**src/rtl/core/olir_pkg.sv**
```systemverilog
// Shared constants for the ordered list insert/remove unit.
// Operation and status codes, default sizes. No dependencies.
package olir_pkg;

	localparam int CAPACITY_DEF = 16;
	localparam int WORD_WIDTH   = 32;

	localparam logic [1:0] KIND_INSERT    = 2'd0;
	localparam logic [1:0] KIND_REMOVE_AT = 2'd1;
	localparam logic [1:0] KIND_REMOVE_BY = 2'd2;
	localparam logic [1:0] KIND_ENUMERATE = 2'd3;

	localparam logic [1:0] STATUS_OK        = 2'd0;
	localparam logic [1:0] STATUS_FULL      = 2'd1;
	localparam logic [1:0] STATUS_NOT_FOUND = 2'd2;
	localparam logic [1:0] STATUS_ZERO_WORD = 2'd3;

	typedef logic [WORD_WIDTH-1:0] word_t;

endpackage

```
**src/rtl/core/olir_if.sv**
```systemverilog
// Channel interfaces for the ordered list unit: request, result and config.
// Depends on olir_pkg for the word type.
interface olir_req_if;
	logic                valid;
	logic                ready;
	logic [1:0]          kind;
	logic [4:0]          position;
	olir_pkg::word_t     data_word;

	modport source (output valid, kind, position, data_word, input ready);
	modport sink   (input valid, kind, position, data_word, output ready);
endinterface

interface olir_rsp_if;
	logic                valid;
	logic                ready;
	logic [1:0]          status;
	olir_pkg::word_t     item_value;
	logic [3:0]          item_index;
	logic [4:0]          entry_count;
	logic                last;
	logic                list_empty;

	modport source (output valid, status, item_value, item_index, entry_count, last,
		list_empty, input ready);
	modport sink   (input valid, status, item_value, item_index, entry_count, last,
		list_empty, output ready);
endinterface

interface olir_cfg_if;
	logic                valid;
	logic                ready;
	olir_pkg::word_t     data;

	modport source (output valid, data, input ready);
	modport sink   (input valid, data, output ready);
endinterface

```
**src/rtl/core/ordered_list_insert_remove_unit.sv**
```systemverilog
// Ordered list of words in shift cells, with one shared comparator and sequencer.
// Insert and remove-at: accept, execute when output is free, result registered.
// Remove-by-value: one comparator walks the cells from index 0 to the first match.
// Enumerate: one entry per cycle from the shared read port while the output is free.
// Reset clears the count, sequencer and output valid, and sets the mask to all ones;
// the cells are not cleared. Depends on olir_pkg and olir_if.
module ordered_list_insert_remove_unit #(
	parameter int CAPACITY = olir_pkg::CAPACITY_DEF
) (
	input  logic clk,
	input  logic arst_n,
	olir_req_if.sink   req,
	olir_rsp_if.source rsp,
	olir_cfg_if.sink   cfg
);

	localparam int CW = $clog2(CAPACITY + 1);
	localparam int IW = $clog2(CAPACITY);

	localparam logic [1:0] ST_IDLE = 2'd0;
	localparam logic [1:0] ST_EXEC = 2'd1;
	localparam logic [1:0] ST_SCAN = 2'd2;
	localparam logic [1:0] ST_ENUM = 2'd3;

	olir_pkg::word_t cells_q [CAPACITY];
	olir_pkg::word_t mask_q;
	olir_pkg::word_t data_q;
	logic [1:0]      kind_q;
	logic [4:0]      pos_q;
	logic [1:0]      state_q, state_nxt;
	logic [CW-1:0]   count_q, count_nxt;
	logic [CW-1:0]   idx_q, idx_nxt;

	logic            rsp_valid_q;
	logic [1:0]      rsp_status_q;
	olir_pkg::word_t rsp_value_q;
	logic [3:0]      rsp_index_q;
	logic [4:0]      rsp_count_q;
	logic            rsp_last_q;
	logic            rsp_empty_q;

	logic            slot_free;
	logic            emit;
	logic [1:0]      e_status;
	olir_pkg::word_t e_value;
	logic [31:0]     e_index;
	logic [31:0]     e_count;
	logic            e_last;
	logic            e_empty;

	logic            sh_up, sh_dn;
	logic [31:0]     sh_pos;
	logic [31:0]     cnt32, pos32, idx32, ins32;
	olir_pkg::word_t cur_cell;
	logic            hit;

	assign req.ready = (state_q == ST_IDLE);
	assign cfg.ready = 1'b1;
	assign slot_free = !rsp_valid_q || rsp.ready;

	assign cnt32    = 32'(count_q);
	assign pos32    = 32'(pos_q);
	assign idx32    = 32'(idx_q);
	assign ins32    = (pos32 > cnt32) ? cnt32 : pos32;
	assign cur_cell = cells_q[idx_q[IW-1:0]];
	assign hit      = ((cur_cell ^ data_q) & mask_q) == '0;

	always_comb begin
		state_nxt = state_q;
		count_nxt = count_q;
		idx_nxt   = idx_q;
		emit      = 1'b0;
		e_status  = olir_pkg::STATUS_OK;
		e_value   = '0;
		e_index   = '0;
		e_count   = cnt32;
		e_last    = 1'b1;
		e_empty   = 1'b0;
		sh_up     = 1'b0;
		sh_dn     = 1'b0;
		sh_pos    = '0;
		case (state_q)
			ST_IDLE: begin
				if (req.valid) begin
					state_nxt = ST_EXEC;
					idx_nxt   = '0;
				end
			end
			ST_EXEC: begin
				case (kind_q)
					olir_pkg::KIND_INSERT: begin
						if (slot_free) begin
							emit      = 1'b1;
							state_nxt = ST_IDLE;
							if (data_q == '0) begin
								e_status = olir_pkg::STATUS_ZERO_WORD;
							end else if (cnt32 >= 32'(CAPACITY)) begin
								e_status = olir_pkg::STATUS_FULL;
							end else begin
								sh_up     = 1'b1;
								sh_pos    = ins32;
								count_nxt = count_q + CW'(1);
								e_index   = ins32;
								e_count   = cnt32 + 32'd1;
							end
						end
					end
					olir_pkg::KIND_REMOVE_AT: begin
						if (slot_free) begin
							emit      = 1'b1;
							state_nxt = ST_IDLE;
							if (pos32 >= cnt32) begin
								e_status = olir_pkg::STATUS_NOT_FOUND;
							end else begin
								sh_dn     = 1'b1;
								sh_pos    = pos32;
								count_nxt = count_q - CW'(1);
								e_index   = pos32;
								e_count   = cnt32 - 32'd1;
							end
						end
					end
					olir_pkg::KIND_REMOVE_BY: begin
						state_nxt = ST_SCAN;
					end
					default: begin
						if (count_q == '0) begin
							if (slot_free) begin
								emit      = 1'b1;
								e_empty   = 1'b1;
								state_nxt = ST_IDLE;
							end
						end else begin
							state_nxt = ST_ENUM;
						end
					end
				endcase
			end
			ST_SCAN: begin
				if (slot_free) begin
					if (idx32 >= cnt32) begin
						emit      = 1'b1;
						e_status  = olir_pkg::STATUS_NOT_FOUND;
						state_nxt = ST_IDLE;
					end else if (hit) begin
						emit      = 1'b1;
						sh_dn     = 1'b1;
						sh_pos    = idx32;
						count_nxt = count_q - CW'(1);
						e_index   = idx32;
						e_count   = cnt32 - 32'd1;
						state_nxt = ST_IDLE;
					end else begin
						idx_nxt = idx_q + CW'(1);
					end
				end
			end
			default: begin
				if (slot_free) begin
					emit    = 1'b1;
					e_value = cur_cell;
					e_index = idx32;
					e_last  = (idx32 + 32'd1) == cnt32;
					idx_nxt = idx_q + CW'(1);
					if (e_last) begin
						state_nxt = ST_IDLE;
					end
				end
			end
		endcase
	end

	always_ff @(posedge clk or negedge arst_n) begin
		if (!arst_n) begin
			state_q     <= ST_IDLE;
			count_q     <= '0;
			idx_q       <= '0;
			mask_q      <= '1;
			rsp_valid_q <= 1'b0;
		end else begin
			state_q <= state_nxt;
			count_q <= count_nxt;
			idx_q   <= idx_nxt;
			if (cfg.valid) begin
				mask_q <= cfg.data;
			end
			if (emit) begin
				rsp_valid_q <= 1'b1;
			end else if (rsp.ready) begin
				rsp_valid_q <= 1'b0;
			end
		end
	end

	always_ff @(posedge clk) begin
		if (req.valid && req.ready) begin
			kind_q <= req.kind;
			pos_q  <= req.position;
			data_q <= req.data_word;
		end
		if (emit) begin
			rsp_status_q <= e_status;
			rsp_value_q  <= e_value;
			rsp_index_q  <= e_index[3:0];
			rsp_count_q  <= e_count[4:0];
			rsp_last_q   <= e_last;
			rsp_empty_q  <= e_empty;
		end
		for (int i = 0; i < CAPACITY; i++) begin
			if (sh_up) begin
				if (32'(i) == sh_pos) begin
					cells_q[i] <= data_q;
				end else if (i > 0 && 32'(i) > sh_pos) begin
					cells_q[i] <= cells_q[(i > 0) ? i - 1 : 0];
				end
			end else if (sh_dn) begin
				if (i < CAPACITY - 1 && 32'(i) >= sh_pos) begin
					cells_q[i] <= cells_q[(i < CAPACITY - 1) ? i + 1 : i];
				end
			end
		end
	end

	assign rsp.valid       = rsp_valid_q;
	assign rsp.status      = rsp_status_q;
	assign rsp.item_value  = rsp_value_q;
	assign rsp.item_index  = rsp_index_q;
	assign rsp.entry_count = rsp_count_q;
	assign rsp.last        = rsp_last_q;
	assign rsp.list_empty  = rsp_empty_q;

endmodule
```
**src/flat_wrapper.sv**
```systemverilog
// flat-port wrapper written by rule: the top's interface ports become plain ports
module ordered_list_insert_remove_unit_flat 
#(
	parameter int CAPACITY = olir_pkg::CAPACITY_DEF
)
  (clk, arst_n, req_valid, req_kind, req_position, req_data_word, req_ready, rsp_valid, rsp_status, rsp_item_value, rsp_item_index, rsp_entry_count, rsp_last, rsp_list_empty, rsp_ready, cfg_valid, cfg_data, cfg_ready);
  olir_req_if req_i ();
  olir_rsp_if rsp_i ();
  olir_cfg_if cfg_i ();
  input  logic clk;
  input  logic arst_n;
  input wire logic [$bits(req_i.valid)-1:0] req_valid;
  input wire logic [$bits(req_i.kind)-1:0] req_kind;
  input wire logic [$bits(req_i.position)-1:0] req_position;
  input wire logic [$bits(req_i.data_word)-1:0] req_data_word;
  output wire logic [$bits(req_i.ready)-1:0] req_ready;
  output wire logic [$bits(rsp_i.valid)-1:0] rsp_valid;
  output wire logic [$bits(rsp_i.status)-1:0] rsp_status;
  output wire logic [$bits(rsp_i.item_value)-1:0] rsp_item_value;
  output wire logic [$bits(rsp_i.item_index)-1:0] rsp_item_index;
  output wire logic [$bits(rsp_i.entry_count)-1:0] rsp_entry_count;
  output wire logic [$bits(rsp_i.last)-1:0] rsp_last;
  output wire logic [$bits(rsp_i.list_empty)-1:0] rsp_list_empty;
  input wire logic [$bits(rsp_i.ready)-1:0] rsp_ready;
  input wire logic [$bits(cfg_i.valid)-1:0] cfg_valid;
  input wire logic [$bits(cfg_i.data)-1:0] cfg_data;
  output wire logic [$bits(cfg_i.ready)-1:0] cfg_ready;
  assign req_i.valid = req_valid;
  assign req_i.kind = req_kind;
  assign req_i.position = req_position;
  assign req_i.data_word = req_data_word;
  assign req_ready = req_i.ready;
  assign rsp_valid = rsp_i.valid;
  assign rsp_status = rsp_i.status;
  assign rsp_item_value = rsp_i.item_value;
  assign rsp_item_index = rsp_i.item_index;
  assign rsp_entry_count = rsp_i.entry_count;
  assign rsp_last = rsp_i.last;
  assign rsp_list_empty = rsp_i.list_empty;
  assign rsp_i.ready = rsp_ready;
  assign cfg_i.valid = cfg_valid;
  assign cfg_i.data = cfg_data;
  assign cfg_ready = cfg_i.ready;
  ordered_list_insert_remove_unit #(.CAPACITY(CAPACITY)) u_core (.clk(clk), .arst_n(arst_n), .req(req_i), .rsp(rsp_i), .cfg(cfg_i));
endmodule
```
**config.mk**
```make
export PLATFORM = sky130hd
export DESIGN_NAME = ordered_list_insert_remove_unit_flat
export DESIGN_NICKNAME = d
export VERILOG_FILES = /design/src/rtl/core/olir_pkg.sv /design/src/rtl/core/olir_if.sv /design/src/rtl/core/ordered_list_insert_remove_unit.sv /design/src/flat_wrapper.sv
export SDC_FILE = /design/constraint.sdc
export NUM_CORES = 2
export LEC_CHECK = 0
export BUFFER_PORTS_ARGS = -buffer_cell sky130_fd_sc_hd__buf_2
export CAP_MARGIN = 20
export CORE_MARGIN = 10
export CORE_UTILIZATION = 49
export DETAILED_ROUTE_END_ITERATION = 6
export GPL_TIMING_DRIVEN = 0
export HOLD_SLACK_MARGIN = 0.08
export PLACE_DENSITY = 0.65
export REMOVE_ABC_BUFFERS = 1
export SLEW_MARGIN = 20
export SYNTH_ARGS = -nofsm -noshare
export SYNTH_HDL_FRONTEND = slang
export SYNTH_SLANG_ARGS = --single-unit
export TNS_END_PERCENT = 5
```
**constraint.sdc**
```tcl
create_clock -name clk -period 12.4 [get_ports clk]
set_input_delay 1.86 -clock clk [delete_from_list [all_inputs] [get_ports clk]]
set_output_delay 1.86 -clock clk [all_outputs]
set_load 0.01 [all_outputs]
```
[Word level (Yosys, flattened, before mapping)]
Memory sizes are Yosys's and may differ from the RTL's.
Cells that the tools add are included.
Operators by class
  bitwise gates (word level): 34
  order comparisons: 34
  divide/modulo/power cells: 0
  $add $sub $neg: 6
  reduce and logical (&&, ||, !) cells: 20
  shift operators: 0
  $mul: 0
  mux-type cells: 276
  equal/unequal tests: 32
Operators with widths (count)
  32-bit two-way mux: 36
  4-bit by 32-bit equality test with 1-bit output (first input constant): 8
  4-bit by 32-bit > comparator with 1-bit output (first input constant): 8
  4-bit by 32-bit greater-or-equal comparator with 1-bit output (first input constant): 7
  1-bit two-way mux: 186
  3-bit by 32-bit equality test with 1-bit output (first input constant): 4
  3-bit by 32-bit greater-or-equal comparator with 1-bit output (first input constant): 4
  3-bit by 32-bit > comparator with 1-bit output (first input constant): 4
  32-bit one-hot mux with 2 select lines: 2
  5-bit two-way mux: 24
  32-bit zero test: 3
  2-bit by 32-bit equality test with 1-bit output (first input constant): 2
  1-bit by 32-bit greater-or-equal comparator with 1-bit output (first input constant): 2
  2-bit by 32-bit greater-or-equal comparator with 1-bit output (first input constant): 2
  2-bit by 32-bit > comparator with 1-bit output (first input constant): 2
  5-bit one-hot mux with 2 select lines: 4
  32-bit AND: 1
  1-bit by 32-bit equality test with 1-bit output (first input constant): 1
  32-bit by 5-bit equality test with 1-bit output: 1
  1-bit by 32-bit > comparator with 1-bit output (first input constant): 1
  32-bit bitwise XOR: 1
  1-bit OR: 30
  2-bit two-way mux: 14
  5-bit by 1-bit adder with 5-bit output (second input constant): 3
  other kinds (33): 52
Word-level totals
  ROM bits: 0
  bits in writable memories: 512
  latch bits: 0
  register bits after elaboration: 129
  input port bits: 76
  output and inout bits: 48
  memories: 1
Memories
  u_core.cells_q: depth 16, width 32, rd ports 17, clocked after memory_dff 0, wr ports 16, line ordered_list_insert_remove_unit.sv:25  | olir_pkg::word_t cells_q [CAPACITY];

[Depth between registers and ports, before layout]
An unclocked memory read counts as a cell.
  depth after elaboration: 15
  depth in mapped cells: 23

[Least setup slack after synthesis]
Ideal clock, no wire load.
  path type: register -> register
  start: register u_core.idx_q[0]
  end: memory u_core.cells_q[8][0] (netlist name), enable pin
  stages on the path, launching flop included: 20
  buffers on the path: 7
  slack: 4.525 ns
  data arrival time: 7.364 ns
  required time: 11.889 ns
  path through: dfrtp_1 > buf_4 > buf_6 > buf_6 > buf_6 > buf_6 > buf_4 > buf_1 > inv_1 > ha_1 > nand2b_1 > a21o_1 > a21o_1 > a21o_1 > a21oi_1 > and2_1 > nand2_1 > o41ai_4 > nand2_1 > o41ai_1
RTL lines
  start, declared: line ordered_list_insert_remove_unit.sv:32  | logic [CW-1:0] idx_q, idx_nxt;
  start signal, assigned: line ordered_list_insert_remove_unit.sv:183  | idx_q <= idx_nxt;
  end, declared: line ordered_list_insert_remove_unit.sv:25

==> out/results.ini <==
[global_route]
grt_overflow_total=0
grt_pass1_vias=29000
track_usage=0.289
antenna_found_initial=0
grt_pass1_wl_um=194000
grt_start_max_net_pins=101

[clocking]
root_buffer=clkbuf_16
numClockSinks=641
hold_buffers=0
ctsResizeCount=0
cts_buffer_depth=3
post-cts-setup-buffer-count=0
clk_pin_slew_worst_paths_ns=0.06
htree_levels=3
cts_tree=built
clk_latency_ns=0.64
cts-buffers-inserted=71

[die]
io_pins=124
die_width_um=298
rows=101
die_y_um=298
core_mm2=0.0762
start_util=0.495
die-area_mm2=0.0885

[timing]
fmax_mhz=123
hold_viol=0
post-route-period-util=0.653
clock_skew_ns=0.0249
setup_viol_count_final=0
timing.final.max_slew_violations=0
min_period_ns=8.10
rsz0062_at_grt=no
worst_pin_slew_ns=1.24
maxSlewHeadroom=0.174

[setup_path]
rrSetupSlack_ns=4.30
path_class=register to register
cp-end-kind=register
slowest_stage=nor4_2
critPathLaunchType=register
arrival_ns=8.47
worstRegToRegCells=17
r2r_end=u_core.cells_q[7][9]$_DFFE_PP_
slowest_delay_ns=0.92
path_cells=buf_16, buf_12, nand2_2, o22ai_1, nor3_1, o211ai_1, o2111ai_1, nor4_2, nand2_2, nor3_4, mux2i_1, inv_4, buf_16, nand2_4, buf_12, mux2i_1, o21ai_1
cp.required_ns=12.76
reg2reg_from=u_core.idx_q[1]$_DFFE_PN0P_
path_max_fanout=48

[hold_path]
holdPathEnd=u_core.mask_q[16]$_DFFE_PN1P_
hold_depth=2
worstHoldPathType=register to register
hp-start=u_core.mask_q[16]$_DFFE_PN1P_

[route]
num_vias=29700
via_per_inst=6.77
drc=0
wl_um=133000
detail_route.wl_per_cell_um=30.3
drt-initial-drc-count=3970
drt-pass1-iter-count=7
postRouteAntennaNets=0

[synth]
synth_cell_types=91
ys.flop_type=edfxtp_1
yosysSeqAreaShare=0.505
yosys_warnings=0
netlist_area_mm2=0.0377
syn_avg_cell_area_um2=11.4
postSynthRegisterBits=641
synth_edf_count=596
synthesis.instances=3314
async_reset_ff_frac=0.0702

[power_and_ir_drop]
power.density_mw_per_mm2=236
swShare=0.395
p_switching_uw=4010
seqPwrFrac=0.362
p_clk_frac=0.216
p_total_uw=10200
p_int_uw=6150
peakVddDrop_v=0.000143
p_comb_frac=0.422
p_leak_uw=0.0164

[layout]
multiInputGateArea_mm2=0.0176
nFillCells=6239
layout.cells.non_filler=4391
area_delta_synth_final_pct=14.2
post-route-util=0.566
drive_above_1_share=0.206
nets=3399
regArea_mm2=0.0191
diodes=0

[outcome]
status=completed

[placed_design]
dp_cells=4259
gp_congestion=0.894
dp_hpwl_um=92100
portBuffers=122

[flow_run]
max_cap_viol_count=0

==> synth_stat cells (32+ instances only) <==
master,instances,area share
nor3_1,32,0.0042
dfstp_2,32,0.022
a21oi_1,305,0.040
nor2_1,289,0.029
buf_2,46,0.0061
nand2_1,265,0.026
mux2i_1,429,0.11
mux2_2,213,0.064
o22ai_1,38,0.0063
o22a_1,62,0.014
and3_1,47,0.0078
clkbuf_1,203,0.020
nand3_1,37,0.0049
a221o_1,35,0.0093
o21ai_0,127,0.017
edfxtp_1,596,0.47
mux4_2,45,0.027
o21ai_1,63,0.0084
==> critical path: cells and delay by family (launching register included) <==
kind                   cells  cell delay [ns]
multiplexers               2             1.39
flip-flops                 1             0.45
AO/OA/AOI/OAI              4             1.55
AND/OR/NAND/NOR            6             2.89
buffers and inverters      5             1.42
==> through the flow <==
step | setup WS, ns | hold slack [ns] | area [um2] | TNS (ns)
global route | 4.10 | 0.544 | 43100 | 0
CTS | 4.61 | 0.518 | 43100 | 0
global placement | -9.50 | 0.509 | 38200 | -6697.07
finish | 4.30 | 0.519 | 43100 | 0
detailed placement | 4.62 | 0.508 | 40700 | 0
floorplan | -0.957 | 0.471 | 36300 | -57.72
==> kinds of logic after synthesis <==
family	synth area share
XOR/XNOR	0.00650
multiplexers	0.211
flip-flops	0.505
AND/OR/NAND/NOR	0.0917
buffers and inverters	0.0397
other	0.0000994
adder cells (fa/ha/maj)	0.00696
AO/OA/AOI/OAI	0.139
==> sequential cells by signal (all words and copies together) (netlist names) <==
name                    count
u_core.data_q              32
u_core.cells_q            512
u_core.idx_q                5
u_core.rsp.status           2
u_core.mask_q              32
u_core.state_q              2
u_core.rsp.last             1
u_core.rsp.item_index       4
u_core.kind_q               2
u_core.pos_q                5
u_core.rsp.valid            1
u_core.rsp.item_value      32
u_core.rsp.list_empty       1
u_core.count_q              5
u_core.rsp.entry_count      5
==> placed cells by master (no fill, tap or decap), types with 13 or more instances in the layout <==
master / count
a211oi_1: 14
a21oi_1: 299
a221o_1: 34
a221oi_1: 27
a22oi_1: 31
and3_1: 45
buf_12: 33
buf_16: 44
buf_2: 127
clkbuf_1: 20
clkbuf_16: 72
dfstp_2: 32
edfxtp_1: 596
ha_1: 20
inv_1: 21
mux2_1: 23
mux2_2: 212
mux2i_1: 429
mux4_2: 45
nand2_1: 258
nand3_1: 32
nor2_1: 280
nor2b_1: 13
nor3_1: 32
o211ai_1: 15
o21ai_0: 127
o21ai_1: 61
o22a_1: 62
o22ai_1: 38
xnor2_1: 19
==> power by group through the flow <==
stage / registers (uW) / clock network (uW) / logic, uW
global placement: 3920 / 0 / 3800
floorplan: 3670 / 0 / 2520
global route: 3720 / 2290 / 4490
finish: 3680 / 2190 / 4290
detailed placement: 3680 / 0 / 4190
CTS: 3650 / 2210 / 4210
==> how the worst max path moves through the flow <==
stage                                startpoint                         endpoint  cells past startpoint
floorplan           u_core.idx_q[0]$_DFFE_PN0P_   u_core.cells_q[8][0]$_DFFE_PP_                     10
detailed placement  u_core.idx_q[0]$_DFFE_PN0P_  u_core.cells_q[7][30]$_DFFE_PP_                     18
global route        u_core.idx_q[0]$_DFFE_PN0P_   u_core.cells_q[7][9]$_DFFE_PP_                     18
CTS                 u_core.idx_q[0]$_DFFE_PN0P_  u_core.cells_q[7][30]$_DFFE_PP_                     18
finish              u_core.idx_q[1]$_DFFE_PN0P_   u_core.cells_q[7][9]$_DFFE_PP_                     17
global placement    u_core.idx_q[0]$_DFFE_PN0P_  u_core.cells_q[8][13]$_DFFE_PP_                     10
==> final cells by class <==
type                    count  area share
repair buffers            215      0.0610
multi-input cells        2346       0.409
inverters                  27     0.00247
well taps                1030      0.0299
clock buffers             100      0.0461
flip-flops and latches    641       0.442
clock inverters            32     0.00891
==> per-layer routing <==
layer,track usage,part of all wire
met5,0,0
met3,0.0675,0.11
met1,0.374,0.38
met2,0.447,0.45
met4,0.150,0.054
Power figures use the tool's default switching activity.
